$ cat src/rtl/core/ofsl_pkg.sv
`timescale 1ns / 1ps
package ofsl_pkg;

    // Parser phase
    typedef enum logic [3:0] {
        PH_HEADER  = 4'd0,
        PH_ADDR    = 4'd1,
        PH_COUNT   = 4'd2,
        PH_PAYLOAD = 4'd3,
        PH_SKIP    = 4'd4,
        PH_DRAIN   = 4'd5
    } t_phase;

    // Section being parsed
    typedef enum logic [2:0] {
        SK_CODE   = 3'd0,
        SK_SYMBOL = 3'd1,
        SK_FNAME  = 3'd2,
        SK_LINE   = 3'd3
    } t_sect;

    // Result kinds
    typedef enum logic [1:0] {
        KIND_WRITE = 2'd0,
        KIND_DONE  = 2'd1,
        KIND_TRUNC = 2'd2,
        KIND_BAD   = 2'd3
    } t_kind;

    // Section header words
    localparam logic [15:0] HDR_CODE   = 16'hCADE;
    localparam logic [15:0] HDR_DATA   = 16'hDADA;
    localparam logic [15:0] HDR_SYMBOL = 16'hC3B7;
    localparam logic [15:0] HDR_FNAME  = 16'hF17E;
    localparam logic [15:0] HDR_LINE   = 16'h715E;

    // Line sections carry a fixed byte count
    localparam logic [15:0] LINE_LEN = 16'd6;

    // One input beat
    typedef struct packed {
        logic [7:0] data_byte;
        logic       end_of_stream;
    } t_in_beat;

    // One result beat
    typedef struct packed {
        t_kind       kind;
        logic [15:0] addr;
        logic [15:0] word;
    } t_result;

endpackage

$ cat src/rtl/core/ofsl_in_reg.sv
`timescale 1ns / 1ps
module ofsl_in_reg
    import ofsl_pkg::*;
(
    input  logic     i_clk,
    input  logic     i_rst_n,
    input  logic     i_en,
    input  logic     i_valid,
    input  t_in_beat i_beat,
    output logic     o_valid,
    output t_in_beat o_beat
);

    logic     r_valid;
    t_in_beat r_beat;

    // Valid bit, cleared on reset
    always_ff @(posedge i_clk) begin
        if (!i_rst_n) begin
            r_valid <= 1'b0;
        end else if (i_en) begin
            r_valid <= i_valid;
        end
    end

    // Payload, no reset
    always_ff @(posedge i_clk) begin
        if (i_en) begin
            r_beat <= i_beat;
        end
    end

    assign o_valid = r_valid;
    assign o_beat  = r_beat;

endmodule

$ cat src/rtl/core/ofsl_parser.sv
`timescale 1ns / 1ps
module ofsl_parser
    import ofsl_pkg::*;
(
    input  logic     i_clk,
    input  logic     i_rst_n,
    input  logic     i_en,
    input  logic     i_valid,
    input  t_in_beat i_beat,
    output logic     o_res_valid,
    output t_result  o_res
);

    t_phase      r_phase,     n_phase;
    t_sect       r_sect,      n_sect;
    logic [7:0]  r_high_byte, n_high_byte;
    logic        r_have_high, n_have_high;
    logic [15:0] r_load_addr, n_load_addr;
    logic [15:0] r_remaining, n_remaining;

    logic        w_word_phase;
    logic        w_word_ready;
    logic [15:0] w_word;
    logic        w_res_valid;

    assign w_word       = {r_high_byte, i_beat.data_byte};
    assign w_word_phase = r_phase inside {PH_HEADER, PH_ADDR, PH_COUNT, PH_PAYLOAD};
    assign w_word_ready = w_word_phase && r_have_high;

    // Parser state, advanced on each valid beat
    always_ff @(posedge i_clk) begin
        if (!i_rst_n) begin
            r_phase     <= PH_HEADER;
            r_sect      <= SK_CODE;
            r_high_byte <= 8'd0;
            r_have_high <= 1'b0;
            r_load_addr <= 16'd0;
            r_remaining <= 16'd0;
        end else if (i_en && i_valid) begin
            r_phase     <= n_phase;
            r_sect      <= n_sect;
            r_high_byte <= n_high_byte;
            r_have_high <= n_have_high;
            r_load_addr <= n_load_addr;
            r_remaining <= n_remaining;
        end
    end

    // Next state and result
    always_comb begin
        n_phase     = r_phase;
        n_sect      = r_sect;
        n_high_byte = r_high_byte;
        n_have_high = r_have_high;
        n_load_addr = r_load_addr;
        n_remaining = r_remaining;
        w_res_valid = 1'b0;
        o_res       = '{kind: KIND_WRITE, addr: 16'd0, word: 16'd0};

        if (i_beat.end_of_stream) begin
            // End of stream: report status (none while draining) and restart
            n_phase     = PH_HEADER;
            n_sect      = SK_CODE;
            n_high_byte = 8'd0;
            n_have_high = 1'b0;
            n_load_addr = 16'd0;
            n_remaining = 16'd0;
            if (r_phase != PH_DRAIN) begin
                w_res_valid = 1'b1;
                o_res.kind  = (r_phase == PH_HEADER) ? KIND_DONE : KIND_TRUNC;
            end
        end else begin
            // Big-endian word assembly
            if (w_word_phase) begin
                if (!r_have_high) begin
                    n_high_byte = i_beat.data_byte;
                    n_have_high = 1'b1;
                end else begin
                    n_have_high = 1'b0;
                end
            end

            case (r_phase)
                PH_HEADER: begin
                    if (w_word_ready) begin
                        if (w_word == HDR_CODE || w_word == HDR_DATA) begin
                            n_sect  = SK_CODE;
                            n_phase = PH_ADDR;
                        end else if (w_word == HDR_SYMBOL) begin
                            n_sect  = SK_SYMBOL;
                            n_phase = PH_ADDR;
                        end else if (w_word == HDR_FNAME) begin
                            n_sect  = SK_FNAME;
                            n_phase = PH_COUNT;
                        end else if (w_word == HDR_LINE) begin
                            n_sect      = SK_LINE;
                            n_remaining = LINE_LEN;
                            n_phase     = PH_SKIP;
                        end else begin
                            n_phase     = PH_DRAIN;
                            w_res_valid = 1'b1;
                            o_res.kind  = KIND_BAD;
                            o_res.word  = w_word;
                        end
                    end
                end
                PH_ADDR: begin
                    if (w_word_ready) begin
                        if (r_sect == SK_CODE) begin
                            n_load_addr = w_word;
                        end
                        n_phase = PH_COUNT;
                    end
                end
                PH_COUNT: begin
                    if (w_word_ready) begin
                        n_remaining = w_word;
                        if (w_word == 16'd0) begin
                            n_phase = PH_HEADER;
                        end else if (r_sect == SK_CODE) begin
                            n_phase = PH_PAYLOAD;
                        end else begin
                            n_phase = PH_SKIP;
                        end
                    end
                end
                PH_PAYLOAD: begin
                    if (w_word_ready) begin
                        n_load_addr = r_load_addr + 16'd1;
                        n_remaining = r_remaining - 16'd1;
                        if (r_remaining == 16'd1) begin
                            n_phase = PH_HEADER;
                        end
                        w_res_valid = 1'b1;
                        o_res.kind  = KIND_WRITE;
                        o_res.addr  = r_load_addr;
                        o_res.word  = w_word;
                    end
                end
                PH_SKIP: begin
                    // Skipped sections count bytes, not words
                    n_remaining = r_remaining - 16'd1;
                    if (r_remaining == 16'd1) begin
                        n_phase = PH_HEADER;
                    end
                end
                default: begin
                    n_phase = PH_DRAIN;
                end
            endcase
        end
    end

    assign o_res_valid = w_res_valid && i_valid;

endmodule

$ cat src/rtl/core/ofsl_out_reg.sv
`timescale 1ns / 1ps
module ofsl_out_reg
    import ofsl_pkg::*;
(
    input  logic    i_clk,
    input  logic    i_rst_n,
    input  logic    i_en,
    input  logic    i_valid,
    input  t_result i_res,
    output logic    o_valid,
    output t_result o_res
);

    logic    r_valid;
    t_result r_res;

    // Result valid, cleared on reset
    always_ff @(posedge i_clk) begin
        if (!i_rst_n) begin
            r_valid <= 1'b0;
        end else if (i_en) begin
            r_valid <= i_valid;
        end
    end

    // Result payload, no reset
    always_ff @(posedge i_clk) begin
        if (i_en) begin
            r_res <= i_res;
        end
    end

    assign o_valid = r_valid;
    assign o_res   = r_res;

endmodule

$ cat src/rtl/core/object_file_section_loader.sv
`timescale 1ns / 1ps
// Two-stage pipe: input register, then combinational parser, then output register.
// Throughput: one byte per cycle unless stalled; the parser state register is updated once per beat.
// A stalled result holds the whole pipe, so input stall follows output stall while a result waits.
// Reset is synchronous, active low: parser returns to expecting a section header, pipe empties.
module object_file_section_loader
    import ofsl_pkg::*;
(
    input  logic        i_clk,
    input  logic        i_rst_n,
    input  logic        i_valid,
    output logic        o_stall,
    input  logic [7:0]  i_data_byte,
    input  logic        i_end_of_stream,
    output logic        o_valid,
    input  logic        i_stall,
    output logic [1:0]  o_result_kind,
    output logic [15:0] o_mem_address,
    output logic [15:0] o_mem_word
);

    logic     w_en;
    t_in_beat w_in_beat;
    logic     w_beat_valid;
    t_in_beat w_beat;
    logic     w_res_valid;
    t_result  w_res;
    t_result  w_out_res;

    // Pipe advances unless a result is waiting on a stalled sink
    assign w_en    = !(o_valid && i_stall);
    assign o_stall = !w_en;

    assign w_in_beat = '{data_byte: i_data_byte, end_of_stream: i_end_of_stream};

    ofsl_in_reg u_in_reg (
        .i_clk   (i_clk),
        .i_rst_n (i_rst_n),
        .i_en    (w_en),
        .i_valid (i_valid),
        .i_beat  (w_in_beat),
        .o_valid (w_beat_valid),
        .o_beat  (w_beat)
    );

    ofsl_parser u_parser (
        .i_clk       (i_clk),
        .i_rst_n     (i_rst_n),
        .i_en        (w_en),
        .i_valid     (w_beat_valid),
        .i_beat      (w_beat),
        .o_res_valid (w_res_valid),
        .o_res       (w_res)
    );

    ofsl_out_reg u_out_reg (
        .i_clk   (i_clk),
        .i_rst_n (i_rst_n),
        .i_en    (w_en),
        .i_valid (w_res_valid),
        .i_res   (w_res),
        .o_valid (o_valid),
        .o_res   (w_out_res)
    );

    assign o_result_kind = w_out_res.kind;
    assign o_mem_address = w_out_res.addr;
    assign o_mem_word    = w_out_res.word;

endmodule

$ cat config.mk
export PLATFORM = sky130hd
export DESIGN_NAME = object_file_section_loader
export DESIGN_NICKNAME = d
export VERILOG_FILES = /design/src/rtl/core/ofsl_pkg.sv /design/src/rtl/core/ofsl_in_reg.sv /design/src/rtl/core/ofsl_parser.sv /design/src/rtl/core/ofsl_out_reg.sv /design/src/rtl/core/object_file_section_loader.sv
export SDC_FILE = /design/constraint.sdc
export NUM_CORES = 1
export LEC_CHECK = 0
export BUFFER_PORTS_ARGS = -buffer_cell sky130_fd_sc_hd__buf_4
export CAP_MARGIN = 5
export CORE_MARGIN = 2
export CORE_UTILIZATION = 44
export CTS_BUF_LIST = sky130_fd_sc_hd__clkbuf_4 sky130_fd_sc_hd__clkbuf_8
export DETAILED_ROUTE_END_ITERATION = 10
export SYNTH_ARGS = -nofsm -noshare
export SYNTH_HDL_FRONTEND = slang
export SYNTH_SLANG_ARGS = --single-unit
$ cat constraint.sdc
create_clock -name i_clk -period 3.1 [get_ports i_clk]
set_input_delay 0.62 -clock i_clk [delete_from_list [all_inputs] [get_ports i_clk]]
set_output_delay 0.62 -clock i_clk [all_outputs]
set_load 0.02 [all_outputs]
==> results of run 1 <==
## where the power goes
group          total (mW)  internal [mW]  switching, mW
clock               0.907          0.465          0.441
sequential           1.33           1.28         0.0448
combinational       0.240         0.0961          0.144
total                2.48           1.85          0.630
## how the worst max path moves through the flow
stage,cells after the start,startpoint,end
after detailed placement,6,u_in_reg.o_beat[6]$_DFFE_PN_,u_out_reg.o_res[11]$_SDFFCE_PP0N_
after CTS,6,u_in_reg.o_beat[6]$_DFFE_PN_,u_out_reg.o_res[11]$_SDFFCE_PP0N_
after global routing,5,u_parser.r_phase[1]$_SDFFE_PN0P_,u_parser.r_remaining[11]$_SDFFE_PN0P_
final,5,u_parser.r_phase[1]$_SDFFE_PN0P_,u_parser.r_remaining[10]$_SDFFE_PN0P_
after floorplan,2,i_stall,o_stall
after global placement,6,u_in_reg.o_beat[6]$_DFFE_PN_,u_out_reg.o_res[10]$_SDFFCE_PP0N_
## area by class of cell
type                    count  share of cell area (%)
well taps                 143                   3.090
flip-flops and latches     91                   38.89
inverters                   9                  0.5834
repair buffers             65                   8.427
multi-input cells         391                   45.22
clock inverters             6                   1.513
clock buffers              10                   2.269
## cell families (layout without fill, tap and decap cells)
group / Yosys count / count (layout) / synth area share (%)
AOI/OAI and AO/OA: 155 / 155 / 22.51
xor gates and xnor gates: 6 / 6 / 1.031
adders and majority gates: 3 / 3 / 0.7365
buffers and inverters: 49 / 90 / 4.492
DFF: 91 / 91 / 44.18
muxes: 1 / 1 / 0.1964
and+or+nand+nor: 226 / 226 / 26.85
## registers in the layout, indices dropped and copies added (netlist names)
register / flops
u_in_reg.o_beat: 9
u_in_reg.o_valid: 1
u_out_reg.o_res: 34
u_out_reg.o_valid: 1
u_parser.r_have_high: 1
u_parser.r_high_byte: 8
u_parser.r_load_addr: 16
u_parser.r_phase: 3
u_parser.r_remaining: 16
u_parser.r_sect: 2
## placed cells by master (no fill, tap or decap), types with 9 or more instances in the layout
master	instances
buf_4	65
dfxtp_1	48
edfxtp_1	43
nand2_1	40
nor2_1	39
o21ai_0	28
a21oi_1	28
nand3_1	28
and2_1	23
a22o_1	18
a22oi_1	13
nor3b_1	13
and3_1	11
nor3_1	11
inv_1	9
nor3b_2	9
clkbuf_8	9
## stage by stage
stage               hold WS (ns)  std cells  utilization (%)  setup slack [ns]
global placement          0.4639        699            49.00            0.6800
CTS                       0.4065        715            50.93            0.6046
detailed placement        0.4829        699            49.00            0.6275
finish                    0.4213        715            50.93            0.6015
global route              0.4094        715            50.93            0.4131
floorplan                 0.4485        531                -            0.5125
## routing by layer
metal	global-route usage, %	share of wire, %	vias up
li1	-	-	2091
met1	32.10	45	2169
met2	36.61	45	178
met3	4.083	6.1	29
met4	11.44	3.6	0
met5	0	0	-
==> flow_summary_export.csv, run 1 <==
group,metric,value,unit
global_routing,grt_max_degree,46,
worst_hold_path,hold_path.class,"primary input to flip-flop",
worst_setup_path,reg2reg_slack,0.60,ns
logic_synthesis,synth-seq-cells,91,
logic_synthesis,ys_seq_area_share,44.18,%
logic_synthesis,synth_area_per_cell,9.600,µm²
worst_setup_path,cp_slowest_cell,"dfxtp_1",
logic_synthesis,syn_area,5097,µm²
worst_setup_path,r2r_cells,5,
logic_synthesis,synth_most_common_cell,"dfxtp_1",
clocking,cts.sinks,91,
worst_setup_path,crit_chain,"nor2b_1 -> a211oi_1 -> nand4_2 -> and2_1 -> o221a_2",
final_layout,syn_to_final_growth,13.60,%
detailed_routing,first_pass_iters,5,
clocking,insertion_delay,0.37,ns
timing,report.final.slew_viol_count,0,
placed_design,port_buffers,48,
global_routing,grtUsageTotal,23.62,%
worst_hold_path,hold_path_depth,1,
clocking,clk_path_buf_depth,2,
worst_setup_path,worstSetupPathType,"flip-flop to flip-flop",
logic_synthesis,synth_edf_count,43,
timing,rsz0062_at_grt,"false",
logic_synthesis,synth_area_leaders,"edfxtp_1 (25%), dfxtp_1 (19%), a22o_1 (3.1%)",
final_layout,stdcell_area,5791,µm²
clocking,cts_made_buffers,9,
floorplan,die_area,12460,µm²
placed_design,dp.final_hpwl,9.929,mm
final_layout,fin_nets,583,
outcome,status,"finished, final reports clean",
clocking,hold_buffers,0,
worst_setup_path,endpoint_kind,"flip-flop",
placed_design,placed_cell_area,5572,µm²
worst_setup_path,arrival,2.76,ns
timing,hold_viol_final,0,
worst_setup_path,r2r_end,"u_parser.r_remaining[10]$_SDFFE_PN0P_",
floorplan,die_h,111.6,µm
detailed_routing,vias,4467,
timing,fin_skew,0.009788,ns
worst_setup_path,start_kind,"flip-flop",
logic_synthesis,yosys.cell_types.count,79,
floorplan,fp-row-count,39,
detailed_routing,drc,0,
timing,fmax,400.2,MHz
logic_synthesis,yosys_warnings,0,
worst_setup_path,cp.required,3.36,ns
logic_synthesis,synth_flop_cell,"dfxtp_1",
clocking,path_clk_slew,0.09,ns
clocking,cts_setup_buffers,0,
floorplan,coreArea,11370,µm²
floorplan,start_util,44.83,%
global_routing,antenna_found_initial,0,
final_layout,nFillCells,1043,
clocking,cts_tree,"done",
worst_setup_path,cpLargestDelayFamily,"simple AND/OR/NAND/NOR gates",
placed_design,gp_congestion,0.8981,
worst_setup_path,regToRegStartpoint,"u_parser.r_phase[1]$_SDFFE_PN0P_",
timing,post-route-period-util,80.60,%
final_layout,drive_gt1_share,20.63,%
logic_synthesis,yosys-top-cells-count,"dfxtp_1 (48), edfxtp_1 (43), nand2_1 (41)",
detailed_routing,via_per_inst,6.248,
power,p_leak,2.211,nW
final_layout,register_area,2252,µm²
timing,setup_viol,0,
power,max-vdd-ir-drop,220.6,µV
logic_synthesis,synth_cells,531,
clocking,htree_levels,3,
timing,finalCriticalPeriod,2.498,ns
detailed_routing,wl_per_cell,20.45,µm
global_routing,grt_pass1_wl,23.17,mm
timing,tns,0,ns
worst_setup_path,cpPeakStageDelay,0.70,ns
detailed_routing,drtAntennaViolNets,0,
power,p_total,2.475,mW
detailed_routing,drtIter0Drc,371,
floorplan,chipWidth,111.6,µm
detailed_routing,routed_wl,14.62,mm
logic_synthesis,async_reset_ff_share,0,%
logic_synthesis,yosys.area.top_type_share,25.33,%
timing,tightest_slew,0.9163,ns
timing,slew_headroom,38.44,%
clocking,post_cts_resized,0,
global_routing,grt_pass1_vias,4280,
global_routing,grt-ovfl-total,0,
worst_setup_path,crit_fanout,18,
worst_setup_path,critPathBufInv,0,
worst_hold_path,min_to,"u_in_reg.o_beat[0]$_DFFE_PN_",
power,power_density,427.5,nW/µm²
flow_run,drv_cap,0,
clocking,root_buffer,"clkbuf_8",
worst_hold_path,min-delay-start,"i_end_of_stream",
floorplan,io_pins,49,
logic_synthesis,syn_nets,547,
logic_synthesis,netlist.top_cell.by_area,"edfxtp_1",
final_layout,multi_input_area,2619,µm²
final_layout,diodes,0,
Power figures use the tool's default switching activity.
==> inputs of run 2 (changes only) <==
- clock period: 3.1 -> 2.3 ns (I/O delays scaled with it)
==> run 2 against run 1 <==
Against the previous run: combinational power rose by 60%; fmax rose by 12%; highest routed layer unchanged; final cell count rose by 4.9%; design area rose by 4.5%; worst setup slack got worse by 0.53 ns; clock skew rose by 0.0025 ns; wire length fell by 0.21%; register-to-register slack got worse by 0.53 ns; flip-flop and latch count did not move; largest power group unchanged; via count rose by 2.7%; critical endpoint is now u_out_reg.o_res[13]$_SDFFCE_PP0N_; largest cell class unchanged.
==> flow_summary_export.csv, run 2 (synthesis results as in run 1) <==
group,metric,value,unit
outcome,status,"finished, final reports clean",
power,power_density,526.5,nW/µm²
worst_hold_path,hold_path.class,"primary input to flip-flop",
final_layout,final_common_cell,"buf_4",
placed_design,place_ws,0.03872,ns
detailed_routing,via_per_inst,6.115,
timing,fin_skew,0.01224,ns
clocking,htree_levels,3,
timing,tns,0,ns
timing,report.final.slew_viol_count,0,
timing,fmax,448.1,MHz
final_layout,fin_nets,618,
worst_setup_path,crit_fanout,16,
global_routing,grt_pass1_wl,23.47,mm
detailed_routing,drtAntennaViolNets,0,
worst_setup_path,path_depth,6,
placed_design,gp_congestion,0.9155,
final_layout,drive_gt1_share,25.37,%
power,p_leak,2.382,nW
worst_setup_path,critPathLaunch,"u_in_reg.o_beat[6]$_DFFE_PN_",
timing,fin_ws,0.06820,ns
worst_setup_path,reg2reg_slack,0.07,ns
worst_setup_path,regToRegStartpoint,"u_in_reg.o_beat[6]$_DFFE_PN_",
floorplan,fp-row-count,39,
worst_setup_path,critPathBufInv,1,
clocking,root_buffer,"clkbuf_8",
power,max-vdd-ir-drop,336.9,µV
detailed_routing,drc,0,
worst_setup_path,endpoint_kind,"flip-flop",
timing,tightest_slew,0.5979,ns
final_layout,stdcell_count,750,
detailed_routing,first_pass_iters,5,
final_layout,nFillCells,1074,
clocking,cts_tree,"done",
worst_setup_path,crit_chain,"or4_4 -> nor4b_4 -> o21ai_2 -> a41oi_4 -> buf_12 -> nor3b_1",
global_routing,antenna_found_initial,0,
global_routing,grt_pass1_vias,4432,
worst_setup_path,r2r_cells,6,
worst_setup_path,cpPeakStageDelay,0.60,ns
detailed_routing,routed_wl,14.59,mm
clocking,hold_buffers,0,
floorplan,io_pins,49,
clocking,cts_setup_buffers,0,
timing,post-route-period-util,97.03,%
timing,slew_headroom,59.87,%
final_layout,syn_to_final_growth,18.70,%
timing,setup_viol,0,
final_layout,final_cell_mix,"buf_4 (99), dfxtp_1 (48), edfxtp_1 (43)",
global_routing,grt_max_degree,46,
worst_setup_path,start_kind,"flip-flop",
worst_setup_path,r2r_end,"u_out_reg.o_res[13]$_SDFFCE_PP0N_",
clocking,post_cts_resized,0,
flow_run,drv_cap,0,
final_layout,diodes,0,
global_routing,grt-ovfl-total,0,
final_layout,largest_register_ffs,34,
detailed_routing,vias,4586,
placed_design,dp.final_hpwl,10.27,mm
clocking,insertion_delay,0.37,ns
detailed_routing,wl_per_cell,19.45,µm
placed_design,placedCellCount,734,
timing,hold_viol_final,0,
placed_design,port_buffers,48,
clocking,clk_path_buf_depth,2,
clocking,cts_made_buffers,9,
floorplan,die_h,111.6,µm
worst_setup_path,cp_slowest_cell,"or4_4",
floorplan,start_util,44.83,%
worst_setup_path,crit_end,"u_out_reg.o_res[13]$_SDFFCE_PP0N_",
worst_setup_path,cp.required,2.41,ns
worst_setup_path,arrival,2.34,ns
global_routing,grtUsageTotal,23.73,%
clocking,path_clk_slew,0.09,ns
floorplan,die_area,12460,µm²
worst_setup_path,cpLargestDelayFamily,"simple AND/OR/NAND/NOR gates",
worst_setup_path,worstSetupPathType,"flip-flop to flip-flop",
timing,finalCriticalPeriod,2.232,ns
floorplan,coreArea,11370,µm²
clocking,cts.sinks,91,
detailed_routing,drtIter0Drc,396,
floorplan,chipWidth,111.6,µm
run 2: where the power goes:
group	total [mW]	switching, mW	leakage, nW	internal [mW]
logic	0.384	0.230	1.39	0.154
clock network	1.04	0.568	0.0944	0.471
registers	1.76	0.0329	0.893	1.73
run 2: how the worst min path moves through the flow:
| stage | startpoint | endpoint | slack [ns] | depth (start not counted) |
|---|---|---|---|---|
| floorplan | u_in_reg.o_valid$_SDFFE_PN0N_ | u_in_reg.o_valid$_SDFFE_PN0N_ | 0.45 | 2 |
| global placement | u_in_reg.o_valid$_SDFFE_PN0N_ | u_in_reg.o_valid$_SDFFE_PN0N_ | 0.47 | 2 |
| detailed placement | u_parser.r_load_addr[15]$_SDFFE_PN0P_ | u_parser.r_load_addr[15]$_SDFFE_PN0P_ | 0.48 | 1 |
| CTS | i_end_of_stream | u_in_reg.o_beat[0]$_DFFE_PN_ | 0.26 | 1 |
| global route | i_end_of_stream | u_in_reg.o_beat[0]$_DFFE_PN_ | 0.25 | 1 |
| finish | i_end_of_stream | u_in_reg.o_beat[0]$_DFFE_PN_ | 0.27 | 1 |
run 2: final cells by class:
type / count / area [µm²] / share of cell area [%]
Clock buffer: 14 / 167.7 / 2.771
Clock inverter: 2 / 12.51 / 0.2068
Inverter: 9 / 33.78 / 0.5583
Multi-Input combinational cell: 391 / 2643 / 43.67
Sequential cell: 91 / 2252 / 37.22
Tap cell: 143 / 178.9 / 2.957
Timing Repair Buffer: 100 / 763.2 / 12.61
run 2: metrics by stage:
| step | total power [mW] | hold WS, ns | area (µm²) | utilization [%] |
|---|---|---|---|---|
| finish | 3.185 | 0.2652 | 6051 | 53.22 |
| global route | 3.310 | 0.2519 | 6051 | 53.22 |
| CTS | 3.199 | 0.2569 | 6027 | 53.01 |
| detailed placement | 2.177 | 0.4801 | 5847 | 51.43 |
| global placement | 2.170 | 0.4668 | 5847 | 51.43 |
| floorplan | 2.020 | 0.4485 | 5097 | - |
run 2: metal layers:
layer	track usage (%)	share of wire (%)	vias to the layer above
li1	-	-	2167
met1	31.73	43	2189
met2	36.40	45	185
met3	3.974	6.8	45
met4	13.74	4.9	0
met5	0	0	-
run 2: worst register-to-register path: stages (launching register included):
cell and delay (ns):
edfxtp_1 0.43, or4_4 0.60, nor4b_4 0.30, o21ai_2 0.15, a41oi_4 0.24, buf_12 0.20, nor3b_1 0.07
==> inputs of run 3 (changes only) <==
- SYNTH_HIERARCHICAL: default -> 1
==> run 3 against run 2 <==
Against the previous run: final cell count down 8.1%; non-clock buffer count down 16; register-to-register slack about the same; sequential share of layout area up 3.1 points; area after synthesis down 7.7%; critical path depth unchanged; synthesized cell count down 8.9%; core utilization up 0.62 points; clock power up 8%; highest routed layer unchanged.
==> flow_summary_export.csv, run 3 <==
group,metric,value,unit
clocking,insertion_delay,0.37,ns
global_routing,grtUsageTotal,23.54,%
worst_setup_path,cp.required,2.51,ns
clocking,root_buffer,"clkbuf_8",
logic_synthesis,synth_most_common_cell,"dfxtp_1",
logic_synthesis,syn_area,4706,µm²
final_layout,fin_nets,564,
detailed_routing,drc,0,
clocking,clk_path_buf_depth,2,
placed_design,placedCellCount,670,
clocking,post_cts_resized,0,
detailed_routing,via_per_inst,6.081,
logic_synthesis,yosys.cell_types.count,65,
floorplan,die_h,107.4,µm
timing,setup_viol,0,
logic_synthesis,synth_area_leaders,"edfxtp_1 (27%), dfxtp_1 (20%), a21oi_1 (3.6%)",
logic_synthesis,synth_flop_cell,"dfxtp_1",
global_routing,grt_pass1_vias,3805,
detailed_routing,vias,4190,
floorplan,coreArea,10370,µm²
final_layout,drive_gt1_share,22.06,%
floorplan,start_util,45.38,%
logic_synthesis,yosys.area.top_type_share,27.44,%
timing,fmax,450.7,MHz
final_layout,diodes,0,
placed_design,port_buffers,48,
floorplan,fp-row-count,37,
floorplan,io_pins,49,
logic_synthesis,synth_edf_count,43,
logic_synthesis,synth-seq-cells,91,
detailed_routing,drtAntennaViolNets,0,
logic_synthesis,synth_area_per_cell,9.723,µm²
flow_run,drv_cap,0,
detailed_routing,wl_per_cell,19.35,µm
placed_design,dp.final_hpwl,9.034,mm
logic_synthesis,yosys_warnings,6,
placed_design,placed_cell_area,5363,µm²
global_routing,grt_max_degree,46,
clocking,htree_levels,3,
worst_setup_path,worstSetupPathType,"flip-flop to flip-flop",
timing,finalCriticalPeriod,2.219,ns
global_routing,antenna_found_initial,0,
timing,tns,0,ns
logic_synthesis,syn_nets,500,
floorplan,die_area,11540,µm²
worst_setup_path,start_kind,"flip-flop",
final_layout,final_cell_mix,"buf_4 (83), dfxtp_1 (48), edfxtp_1 (43), nor2_1 (43), nand2_1 (39)",
worst_setup_path,endpoint_kind,"flip-flop",
worst_setup_path,crit_fanout,14,
timing,tightest_slew,0.9904,ns
clocking,path_clk_slew,0.09,ns
timing,hold_viol_final,0,
final_layout,stdcell_count,689,
final_layout,final_common_cell,"buf_4",
logic_synthesis,netlist.top_cell.by_area,"edfxtp_1",
detailed_routing,drtIter0Drc,299,
logic_synthesis,synth_cells,484,
timing,fin_skew,0.006536,ns
logic_synthesis,ys_seq_area_share,47.86,%
timing,post-route-period-util,96.47,%
outcome,status,"finished, final reports clean",
power,p_total,3.319,mW
worst_setup_path,arrival,2.43,ns
clocking,cts.sinks,91,
final_layout,stdcell_area,5583,µm²
timing,report.final.slew_viol_count,0,
power,power_density,594.4,nW/µm²
detailed_routing,routed_wl,13.34,mm
clocking,cts_made_buffers,9,
timing,slew_headroom,33.90,%
power,max-vdd-ir-drop,321.1,µV
power,p_leak,2.126,nW
logic_synthesis,yosys-top-cells-count,"dfxtp_1 (48), edfxtp_1 (43), nor2_1 (43)",
floorplan,chipWidth,107.4,µm
global_routing,grt-ovfl-total,0,
clocking,hold_buffers,0,
detailed_routing,first_pass_iters,5,
global_routing,grt_pass1_wl,20.76,mm
placed_design,gp_congestion,0.9577,
clocking,cts_tree,"done",
final_layout,largest_register_ffs,34,
final_layout,syn_to_final_growth,18.64,%
timing,rsz0062_at_grt,"false",
worst_hold_path,hold_path.class,"primary input to flip-flop",
logic_synthesis,async_reset_ff_share,0,%
[run 3: where the power goes]
part	internal (mW)	total [mW]	leakage, nW	switching (mW)
logic	0.172	0.408	1.13	0.236
registers	1.74	1.79	0.895	0.0549
clock network	0.540	1.12	0.104	0.579
[run 3: repair_timing]
action	4_1_cts	5_1_grt
endpoints found under the setup margin	0	1
setup buffers	0	3
hold endpoints to repair	0	0
[run 3: path summary, 6_finish.rpt]
| kind | from | end | slack (ns) | cells after the start |
|---|---|---|---|---|
| max | u_parser/r_phase[2]$_SDFFE_PN0P_ | u_parser/r_remaining[0]$_SDFFE_PN0P_ | 0.08 | 6 |
| min | i_data_byte[4] | u_in_reg/o_beat[5]$_DFFE_PP_ | 0.26 | 1 |
| max reg2reg | u_parser/r_phase[2]$_SDFFE_PN0P_ | u_parser/r_remaining[0]$_SDFFE_PN0P_ | 0.08 | 6 |
| min reg2reg | u_parser/r_remaining[11]$_SDFFE_PN0P_ | u_parser/r_remaining[11]$_SDFFE_PN0P_ | 0.51 | 2 |
[run 3: worst max-delay path, cell delays in order, from the launching register on]
cell	delay [ns]
dfxtp_1	0.63
nor2_1	0.20
o41ai_1	0.60
a21oi_1	0.08
buf_4	0.21
a221oi_1	0.24
a211oi_1	0.09
[run 3: area by class of cell]
| class | count | area, µm² |
|---|---|---|
| clock buffer | 11 | 145.1 |
| sequential | 91 | 2252 |
| inverter | 6 | 22.52 |
| tap | 136 | 170.2 |
| timing repair buffer | 84 | 643.1 |
| multi-input combinational | 356 | 2297 |
| fill | 964 | 4787 |
| clock inverter | 5 | 52.55 |
[run 3: metrics by stage]
| stage | setup WS (ns) | hold WS, ns | util (%) |
|---|---|---|---|
| final | 0.08119 | 0.2636 | 53.84 |
| after global routing | 0.02547 | 0.2485 | 53.84 |
| after CTS | 0.1469 | 0.2489 | 53.62 |
| after detailed placement | 0.1639 | 0.4898 | 51.71 |
| after global placement | 0.2127 | 0.4808 | 51.71 |
| after floorplan | 0.1466 | 0.4615 | - |
[run 3: logic make-up (layout without fill, tap and decap cells)]
group	Yosys count	after routing	share of synthesized area [%]
DFF	91	91	47.86
adders and majority gates	3	3	0.7977
xor gates and xnor gates	8	8	1.489
buffers and inverters	37	106	3.483
AOI/OAI and AO/OA	144	144	21.19
muxes	4	4	0.8774
and+or+nand+nor	197	197	24.30
[run 3: per-layer routing]
layer | vias up | part of all wire [%] | GRT usage [%]
met4 | 0 | 3.2 | 11.08
met1 | 2022 | 46 | 33.67
li1 | 1962 | - | -
met2 | 171 | 44 | 34.99
met3 | 35 | 6.8 | 3.450
met5 | - | 0 | 0
